**config.mk**
```make
export PLATFORM = sky130hd
export DESIGN_NAME = polyline_point_decoder_flat
export DESIGN_NICKNAME = d
export VERILOG_FILES = /design/src/rtl/ppdec_pkg.sv /design/src/rtl/ppdec_if.sv /design/src/rtl/polyline_point_decoder.sv /design/src/flat_wrapper.sv
export SDC_FILE = /design/constraint.sdc
export NUM_CORES = 2
export LEC_CHECK = 0
export CORE_AREA = 2 2 303 529
export DETAILED_ROUTE_END_ITERATION = 12
export DIE_AREA = 0 0 305 531
export DONT_BUFFER_PORTS = 1
export PLACE_DENSITY = 0.54
export SLEW_MARGIN = 5
export SYNTH_ARGS = -nofsm -noshare
export SYNTH_HDL_FRONTEND = slang
export SYNTH_SLANG_ARGS = --single-unit
```
**constraint.sdc**
```tcl
create_clock -name clk -period 24.6 [get_ports clk]
set_input_delay 0 -clock clk [delete_from_list [all_inputs] [get_ports clk]]
set_output_delay 0 -clock clk [all_outputs]
set_load 0.005 [all_outputs]
```
**src/rtl/ppdec_pkg.sv**
```systemverilog
// ppdec_pkg: shared widths, command/result codes and divide-by-ten constants
// for the polyline point decoder. No dependencies.
package ppdec_pkg;

  localparam int CMD_W    = 2;
  localparam int CHAR_W   = 8;
  localparam int KIND_W   = 2;
  localparam int ANCHOR_W = 32;
  localparam int DELTA_W  = 16;

  localparam int COORD_BITS_DEFAULT = 32;

  // Command codes
  localparam logic [CMD_W-1:0] CMD_CHAR  = 2'd0;
  localparam logic [CMD_W-1:0] CMD_START = 2'd1;
  localparam logic [CMD_W-1:0] CMD_END   = 2'd2;

  // Result kinds
  localparam logic [KIND_W-1:0] KIND_POINT       = 2'd0;
  localparam logic [KIND_W-1:0] KIND_END_CLEAN   = 2'd1;
  localparam logic [KIND_W-1:0] KIND_END_PARTIAL = 2'd2;

  // Character decoding
  localparam logic [CHAR_W-1:0] CHAR_BIAS     = 8'd63;
  localparam logic [CHAR_W-1:0] CHAR_CONTINUE = 8'd95;  // bias + 0x20
  localparam int                GROUP_BITS    = 5;
  localparam logic [2:0]        GROUP_LAST    = 3'd7;   // saturation / drop index

  // Unsigned 32-bit divide by ten: q = (x * RECIP) >> SHIFT, exact
  localparam logic [31:0] DIV10_RECIP = 32'hCCCC_CCCD;
  localparam int          DIV10_SHIFT = 35;

  // Sign-folded value to signed value
  function automatic logic [31:0] unfold(input logic [31:0] v);
    logic [31:0] h;
    h = {v[31], v[31:1]};
    return v[0] ? ~h : h;
  endfunction

endpackage

```
**src/rtl/ppdec_if.sv**
```systemverilog
// ppdec_in_if / ppdec_out_if: valid/ready channels for characters and results.
// Depends on ppdec_pkg.
interface ppdec_in_if import ppdec_pkg::*; ();
  logic              valid;
  logic              ready;
  logic [CMD_W-1:0]  command;
  logic [CHAR_W-1:0] char_code;

  modport source (output valid, command, char_code, input ready);
  modport sink   (input valid, command, char_code, output ready);
endinterface

interface ppdec_out_if import ppdec_pkg::*; ();
  logic                       valid;
  logic                       ready;
  logic [KIND_W-1:0]          result_kind;
  logic                       is_anchor;
  logic signed [ANCHOR_W-1:0] anchor_lat;
  logic signed [ANCHOR_W-1:0] anchor_lon;
  logic signed [DELTA_W-1:0]  delta_lat;
  logic signed [DELTA_W-1:0]  delta_lon;

  modport source (output valid, result_kind, is_anchor, anchor_lat, anchor_lon,
                  delta_lat, delta_lon, input ready);
  modport sink   (input valid, result_kind, is_anchor, anchor_lat, anchor_lon,
                  delta_lat, delta_lon, output ready);
endinterface

```
**src/rtl/polyline_point_decoder.sv**
```systemverilog
// polyline_point_decoder: encoded polyline character stream to anchor/delta points.
// A result passes through stage 1, stage 2 and stage 3 (the output register).
// Throughput: one item per cycle unless output stalls; a full stage waits on the next one.
// Reset (rst, synchronous): decoder state cleared, anchor pending, all stages empty.
// Depends on ppdec_pkg and ppdec_in_if / ppdec_out_if.
module polyline_point_decoder import ppdec_pkg::*; #(
  parameter int COORD_BITS = COORD_BITS_DEFAULT
) (
  input  logic         clk,
  input  logic         rst,
  ppdec_in_if.sink     chars,
  ppdec_out_if.source  results
);

  // ---------------------------------------------------------------------------
  // Decoder state, updated as each item is taken
  // ---------------------------------------------------------------------------
  logic [31:0]                  partial_value;
  logic [2:0]                   group_shift;
  logic                         decoding_lon;
  logic signed [COORD_BITS-1:0] pending_lat;
  logic signed [COORD_BITS-1:0] running_lat;
  logic signed [COORD_BITS-1:0] running_lon;
  logic                         awaiting_first;

  logic [31:0]                  partial_value_next;
  logic [2:0]                   group_shift_next;
  logic                         decoding_lon_next;
  logic signed [COORD_BITS-1:0] pending_lat_next;
  logic signed [COORD_BITS-1:0] running_lat_next;
  logic signed [COORD_BITS-1:0] running_lon_next;
  logic                         awaiting_first_next;

  // Stage 1: result kind and committed coordinates
  logic                         s1_valid;
  logic [KIND_W-1:0]            s1_kind;
  logic                         s1_anchor;
  logic signed [COORD_BITS-1:0] s1_lat;
  logic signed [COORD_BITS-1:0] s1_lon;

  logic                         res_valid;
  logic [KIND_W-1:0]            res_kind;
  logic                         res_anchor;

  // Stage 2: divide-by-ten quotients (low 16 bits, magnitude + sign)
  logic                         s2_valid;
  logic [KIND_W-1:0]            s2_kind;
  logic                         s2_anchor;
  logic signed [ANCHOR_W-1:0]   s2_abs_lat;
  logic signed [ANCHOR_W-1:0]   s2_abs_lon;
  logic [DELTA_W-1:0]           s2_q_lat;
  logic [DELTA_W-1:0]           s2_q_lon;
  logic                         s2_neg_lat;
  logic                         s2_neg_lon;

  // Stage 3: output register, plus previous coarse point (low 16 bits suffice)
  logic                         s3_valid;
  logic [KIND_W-1:0]            s3_kind;
  logic                         s3_anchor;
  logic signed [ANCHOR_W-1:0]   s3_abs_lat;
  logic signed [ANCHOR_W-1:0]   s3_abs_lon;
  logic signed [DELTA_W-1:0]    s3_delta_lat;
  logic signed [DELTA_W-1:0]    s3_delta_lon;
  logic [DELTA_W-1:0]           previous_lat_coarse;
  logic [DELTA_W-1:0]           previous_lon_coarse;

  logic adv3, ready2, ready1, in_take;

  // Stage handshake: a stage loads when it is empty or its content moves on
  assign adv3         = !s3_valid || results.ready;
  assign ready2       = !s2_valid || adv3;
  assign ready1       = !s1_valid || ready2;
  assign chars.ready  = ready1;
  assign in_take      = chars.valid && ready1;

  // ---------------------------------------------------------------------------
  // Character decode and coordinate accumulation
  // ---------------------------------------------------------------------------
  logic [CHAR_W-1:0]     char_diff;
  logic [GROUP_BITS-1:0] grp;
  logic                  more;
  logic [5:0]            pos;
  logic [31:0]           partial_ins;
  logic [31:0]           value;

  always_comb begin
    char_diff   = chars.char_code - CHAR_BIAS;
    grp         = char_diff[GROUP_BITS-1:0];
    more        = chars.char_code >= CHAR_CONTINUE;
    pos         = 6'(group_shift) * 6'd5;
    // group at position 30 keeps its low two bits; index 7 (position 35) is dropped
    partial_ins = partial_value;
    if (group_shift != GROUP_LAST) begin
      partial_ins = partial_value | ({{(32-GROUP_BITS){1'b0}}, grp} << pos);
    end
    value = unfold(partial_ins);
  end

  always_comb begin
    partial_value_next  = partial_value;
    group_shift_next    = group_shift;
    decoding_lon_next   = decoding_lon;
    pending_lat_next    = pending_lat;
    running_lat_next    = running_lat;
    running_lon_next    = running_lon;
    awaiting_first_next = awaiting_first;
    res_valid           = 1'b0;
    res_kind            = KIND_POINT;
    res_anchor          = 1'b0;

    unique case (chars.command)
      CMD_START, CMD_END: begin
        // report the route end (clean or partial), then start a fresh route
        res_valid           = 1'b1;
        res_kind            = (group_shift != 3'd0 || decoding_lon) ?
                              KIND_END_PARTIAL : KIND_END_CLEAN;
        partial_value_next  = '0;
        group_shift_next    = '0;
        decoding_lon_next   = 1'b0;
        pending_lat_next    = '0;
        running_lat_next    = '0;
        running_lon_next    = '0;
        awaiting_first_next = 1'b1;
      end
      CMD_CHAR: begin
        if (more) begin
          partial_value_next = partial_ins;
          if (group_shift != GROUP_LAST) begin
            group_shift_next = group_shift + 3'd1;
          end
        end else begin
          partial_value_next = '0;
          group_shift_next   = '0;
          if (!decoding_lon) begin
            pending_lat_next  = running_lat + value[COORD_BITS-1:0];
            decoding_lon_next = 1'b1;
          end else begin
            // longitude done: commit both coordinates and emit a point
            decoding_lon_next   = 1'b0;
            running_lat_next    = pending_lat;
            running_lon_next    = running_lon + value[COORD_BITS-1:0];
            res_valid           = 1'b1;
            res_anchor          = awaiting_first;
            awaiting_first_next = 1'b0;
          end
        end
      end
      default: begin
        // unused command code: no effect
      end
    endcase
  end

  always_ff @(posedge clk) begin
    if (rst) begin
      partial_value  <= '0;
      group_shift    <= '0;
      decoding_lon   <= 1'b0;
      pending_lat    <= '0;
      running_lat    <= '0;
      running_lon    <= '0;
      awaiting_first <= 1'b1;
      s1_valid       <= 1'b0;
    end else begin
      if (in_take) begin
        partial_value  <= partial_value_next;
        group_shift    <= group_shift_next;
        decoding_lon   <= decoding_lon_next;
        pending_lat    <= pending_lat_next;
        running_lat    <= running_lat_next;
        running_lon    <= running_lon_next;
        awaiting_first <= awaiting_first_next;
        s1_valid       <= res_valid;
      end else if (s1_valid && ready2) begin
        s1_valid <= 1'b0;
      end
    end
  end

  always_ff @(posedge clk) begin
    if (in_take) begin
      s1_kind   <= res_kind;
      s1_anchor <= res_anchor;
      s1_lat    <= running_lat_next;
      s1_lon    <= running_lon_next;
    end
  end

  // ---------------------------------------------------------------------------
  // Stage 2: truncating divide by ten via reciprocal multiply on the magnitude
  // ---------------------------------------------------------------------------
  logic signed [ANCHOR_W-1:0] lat_ext, lon_ext;
  logic [31:0]                mag_lat, mag_lon;
  logic [63:0]                prod_lat, prod_lon;

  always_comb begin
    lat_ext  = ANCHOR_W'(s1_lat);
    lon_ext  = ANCHOR_W'(s1_lon);
    mag_lat  = lat_ext[ANCHOR_W-1] ? 32'(-lat_ext) : 32'(lat_ext);
    mag_lon  = lon_ext[ANCHOR_W-1] ? 32'(-lon_ext) : 32'(lon_ext);
    prod_lat = 64'(mag_lat) * 64'(DIV10_RECIP);
    prod_lon = 64'(mag_lon) * 64'(DIV10_RECIP);
  end

  always_ff @(posedge clk) begin
    if (rst) begin
      s2_valid <= 1'b0;
    end else if (ready2) begin
      s2_valid <= s1_valid;
    end
  end

  always_ff @(posedge clk) begin
    if (ready2) begin
      s2_kind    <= s1_kind;
      s2_anchor  <= s1_anchor;
      s2_abs_lat <= lat_ext;
      s2_abs_lon <= lon_ext;
      s2_q_lat   <= prod_lat[DIV10_SHIFT+DELTA_W-1:DIV10_SHIFT];
      s2_q_lon   <= prod_lon[DIV10_SHIFT+DELTA_W-1:DIV10_SHIFT];
      s2_neg_lat <= lat_ext[ANCHOR_W-1];
      s2_neg_lon <= lon_ext[ANCHOR_W-1];
    end
  end

  // ---------------------------------------------------------------------------
  // Stage 3: restore sign, difference against previous point, output register
  // ---------------------------------------------------------------------------
  logic [DELTA_W-1:0] coarse_lat, coarse_lon;
  logic               is_point;

  always_comb begin
    coarse_lat = s2_neg_lat ? -s2_q_lat : s2_q_lat;
    coarse_lon = s2_neg_lon ? -s2_q_lon : s2_q_lon;
    is_point   = s2_kind == KIND_POINT;
  end

  always_ff @(posedge clk) begin
    if (rst) begin
      s3_valid <= 1'b0;
    end else if (adv3) begin
      s3_valid <= s2_valid;
    end
  end

  always_ff @(posedge clk) begin
    if (adv3) begin
      s3_kind      <= s2_kind;
      s3_anchor    <= is_point && s2_anchor;
      s3_abs_lat   <= (is_point && s2_anchor) ? s2_abs_lat : '0;
      s3_abs_lon   <= (is_point && s2_anchor) ? s2_abs_lon : '0;
      s3_delta_lat <= (is_point && !s2_anchor) ? coarse_lat - previous_lat_coarse : '0;
      s3_delta_lon <= (is_point && !s2_anchor) ? coarse_lon - previous_lon_coarse : '0;
      if (s2_valid && is_point) begin
        previous_lat_coarse <= coarse_lat;
        previous_lon_coarse <= coarse_lon;
      end
    end
  end

  assign results.valid       = s3_valid;
  assign results.result_kind = s3_kind;
  assign results.is_anchor   = s3_anchor;
  assign results.anchor_lat  = s3_abs_lat;
  assign results.anchor_lon  = s3_abs_lon;
  assign results.delta_lat   = s3_delta_lat;
  assign results.delta_lon   = s3_delta_lon;

endmodule
```
**src/flat_wrapper.sv**
```systemverilog
// flat-port wrapper written by rule: the top's interface ports become plain ports
module polyline_point_decoder_flat import ppdec_pkg::*;
#(
  parameter int COORD_BITS = COORD_BITS_DEFAULT
)
  (clk, rst, chars_valid, chars_command, chars_char_code, chars_ready, results_valid, results_result_kind, results_is_anchor, results_anchor_lat, results_anchor_lon, results_delta_lat, results_delta_lon, results_ready);
  ppdec_in_if chars_i ();
  ppdec_out_if results_i ();
  input  logic clk;
  input  logic rst;
  input wire logic [$bits(chars_i.valid)-1:0] chars_valid;
  input wire logic [$bits(chars_i.command)-1:0] chars_command;
  input wire logic [$bits(chars_i.char_code)-1:0] chars_char_code;
  output wire logic [$bits(chars_i.ready)-1:0] chars_ready;
  output wire logic [$bits(results_i.valid)-1:0] results_valid;
  output wire logic [$bits(results_i.result_kind)-1:0] results_result_kind;
  output wire logic [$bits(results_i.is_anchor)-1:0] results_is_anchor;
  output wire logic [$bits(results_i.anchor_lat)-1:0] results_anchor_lat;
  output wire logic [$bits(results_i.anchor_lon)-1:0] results_anchor_lon;
  output wire logic [$bits(results_i.delta_lat)-1:0] results_delta_lat;
  output wire logic [$bits(results_i.delta_lon)-1:0] results_delta_lon;
  input wire logic [$bits(results_i.ready)-1:0] results_ready;
  assign chars_i.valid = chars_valid;
  assign chars_i.command = chars_command;
  assign chars_i.char_code = chars_char_code;
  assign chars_ready = chars_i.ready;
  assign results_valid = results_i.valid;
  assign results_result_kind = results_i.result_kind;
  assign results_is_anchor = results_i.is_anchor;
  assign results_anchor_lat = results_i.anchor_lat;
  assign results_anchor_lon = results_i.anchor_lon;
  assign results_delta_lat = results_i.delta_lat;
  assign results_delta_lon = results_i.delta_lon;
  assign results_i.ready = results_ready;
  polyline_point_decoder #(.COORD_BITS(COORD_BITS)) u_core (.clk(clk), .rst(rst), .chars(chars_i), .results(results_i));
endmodule
```
==> metrics <==
fin cells around 7000; post-DP HPWL around 130000 µm; largest family of logic cells by synthesized area adder cells; Setup-failing EPs final 0; I/O pin count roughly 120; # nets final roughly 6300; Post-CTS Setup Bufs 0; asr flop ratio synth 0; core area between 150000 and 200000 µm²; RSZ-0062 raised after global routing false; share of the yosys chip area belonging to registers 0.232; fmax 96.5 MHz; #FFs+latches synth 433; global-route wire length before repair around 230000 µm; crit-path max FO 5; post-synthesis compound-gate area fraction 0.0882; Synth top area share 0.288; YS warnings 0; Die ar. around 160000 µm²; CTS clk-pin slew, worst paths about 0.060 ns; initial antenna violation count 6; Initial Util 0.318; count leader, synth inv_1; dominant cell type by area after synthesis fa_1; num rows around 190; number of max-slew violations in the final report 0; Final Skew around 0.036 ns; Die Y around 530 µm; layout cell share with drive strength beyond 1 0.0293; drt first pass iters 5; post-synthesis xor/xnor area fraction 0.0608; Hold Slack ~0.053 ns; Final Hold Viols 0; max_slew headroom 0.186; DR WL/cell between 20 and 25 µm; Setup CP Type reg2reg; Final Wtd Congestion 0.987; max-cap violation count 0; CP max-delay cell fa_1; CTS Buf Count 49; minimum clock period approximately 10 ns; mapped cell area roughly 50000 µm²; overall routing resource usage 0.193; largest net degree at the start of global routing 93; multiplexer share of the synthesized area 0.000400; antenna-violating nets left 0; worst skew pair latency about 0.64 ns; top post-synthesis cells by count 1219 x inv_1, 721 x fa_1, 653 x ha_1; die width about 310 µm; Sink Count 433; P&R area growth vs syn 8.93%; Post-Syn Instances between 4000 and 5000; Worst EP arrival 10.72 ns; worst path required time between 20 and 25 ns; status complete, no violations; Simple-Gate Fraction of Synth Area 0.0692; Final TNS setup 0 ns; Primary FF master, synth edfxtp_1; Avg Inst Size Synth a little over 10 µm²; DRT iter0 DRCs 1715; final WL between 150000 and 200000 µm; Port Buffer Count 0; Inst Count DP 6849; Post-CTS Resized 0; most used cell, CP fa_1; root buf cell clkbuf_16; vias ~34000; Startpoint Class flip-flop; Fillers 15998; vias per inst about 4.8; cts hold-fix bufs 21; Mapped Nets around 6200; Synth area leaders fa_1 29%, edfxtp_1 18%, ha_1 16%; htree depth 2; drt drc 0; vias in the first global route around 37000; Worst Max-Slew Pin Slew between 1 and 1.5 ns; Post-synth EDFFs roughly 300; CTS tree built; Worst Hold Class in2reg; clk buf depth 3; Adder-Cell Fraction of Synth Area 0.451; Unique masters post-synth 69; critical path's largest stage delay 0.60 ns; Final Cycle Share 0.421; CP Capture Type flip-flop; gr ovfl total 0
[cells in the final DEF, fill, tap and decap left out, drive strengths merged, types with 12 or more instances in the layout]
master,netlist,layout
a21o,85,85
a21oi,207,207
a22o,60,60
a22oi,49,49
a31oi,24,24
and2,92,92
and3,13,13
buf,6,34
clkbuf,80,59
clkinv,1,17
dfxtp,136,136
dlygate4sd3,0,20
edfxtp,297,297
fa,721,721
ha,653,653
inv,1219,1224
nand2,190,190
nand2b,33,33
nand3,30,30
nand4,16,16
nor2,235,235
nor2b,20,20
nor3,29,29
nor4,15,15
o21a,16,16
o21ai,97,97
o21bai,13,13
o31ai,33,33
o41ai,15,15
or3,12,12
or4,20,20
xnor2,225,225
xor2,122,122
[area by class of cell]
cell class | instances | area, µm² | area share
multi-input combinational | 3116 | 33600 | 0.616
sequential | 433 | 11600 | 0.213
inverter | 1220 | 4580 | 0.0840
tap | 2047 | 2560 | 0.0469
clock buffer | 59 | 1290 | 0.0237
timing repair buffer | 54 | 475 | 0.00871
clock inverter | 31 | 379 | 0.00695
antenna | 2 | 5.00 | 0.0000917
[final timing paths]
kind | from | to | slack [ns] | cells after the start
max reg2reg | u_core.lat_ext[4] | u_core.s2_q_lat[15] | 14.24 | 32
max | u_core.lat_ext[4] | u_core.s2_q_lat[15] | 14.24 | 32
min reg2reg | u_core.s1_anchor | u_core.s2_anchor | 0.44 | 0
min | chars_command[1] | u_core.lon_ext[18] | 0.05 | 3
[per-layer routing]
| metal | vias up | GRT usage | routed length (µm) |
|---|---|---|---|
| li1 | 15556 | - | - |
| met1 | 16821 | 0.199 | 55200 |
| met5 | - | 0 | 0 |
| met4 | 0 | 0.130 | 12200 |
| met3 | 396 | 0.0188 | 4730 |
| met2 | 824 | 0.367 | 81900 |
[sequential cells by signal, indices dropped and copies added (netlist names), 32 cells and up]
| signal | flops |
|---|---|
| u_core.pending_lat | 32 |
| u_core.lat_ext | 32 |
| u_core.running_lat | 32 |
| u_core.results.anchor_lat | 32 |
| u_core.running_lon | 32 |
| u_core.lon_ext | 32 |
| u_core.results.anchor_lon | 32 |
| u_core.partial_value | 32 |
[kinds of logic (layout without fill, tap and decap cells)]
logic type,count (synthesis),in the layout
compound gates,669,669
xor+xnor,347,347
fa+ha+maj,1374,1374
buf+inv,1306,1364
flops,433,433
mux,2,2
other cells,0,2
simple gates,724,724
[per-stage QoR]
step                 util  setup WS (ns)  area, µm²
floorplan               -          15.56      50100
global placement    0.334          14.17      52700
detailed placement  0.334          14.18      52700
CTS                 0.346          14.14      54600
global route        0.346          13.69      54600
finish              0.346          14.24      54600
[critical path: cells and delay by family, from the launching register on]
kind            cells  cell delay (ns)
fa+ha+maj           9             4.27
xor+xnor            2             0.58
simple gates       11             3.55
compound gates      6             0.99
buf+inv             4             0.23
flops               1             0.46
Power is not shown: default switching activity piles up to over one toggle a cycle in this logic, so the estimate is an artifact.
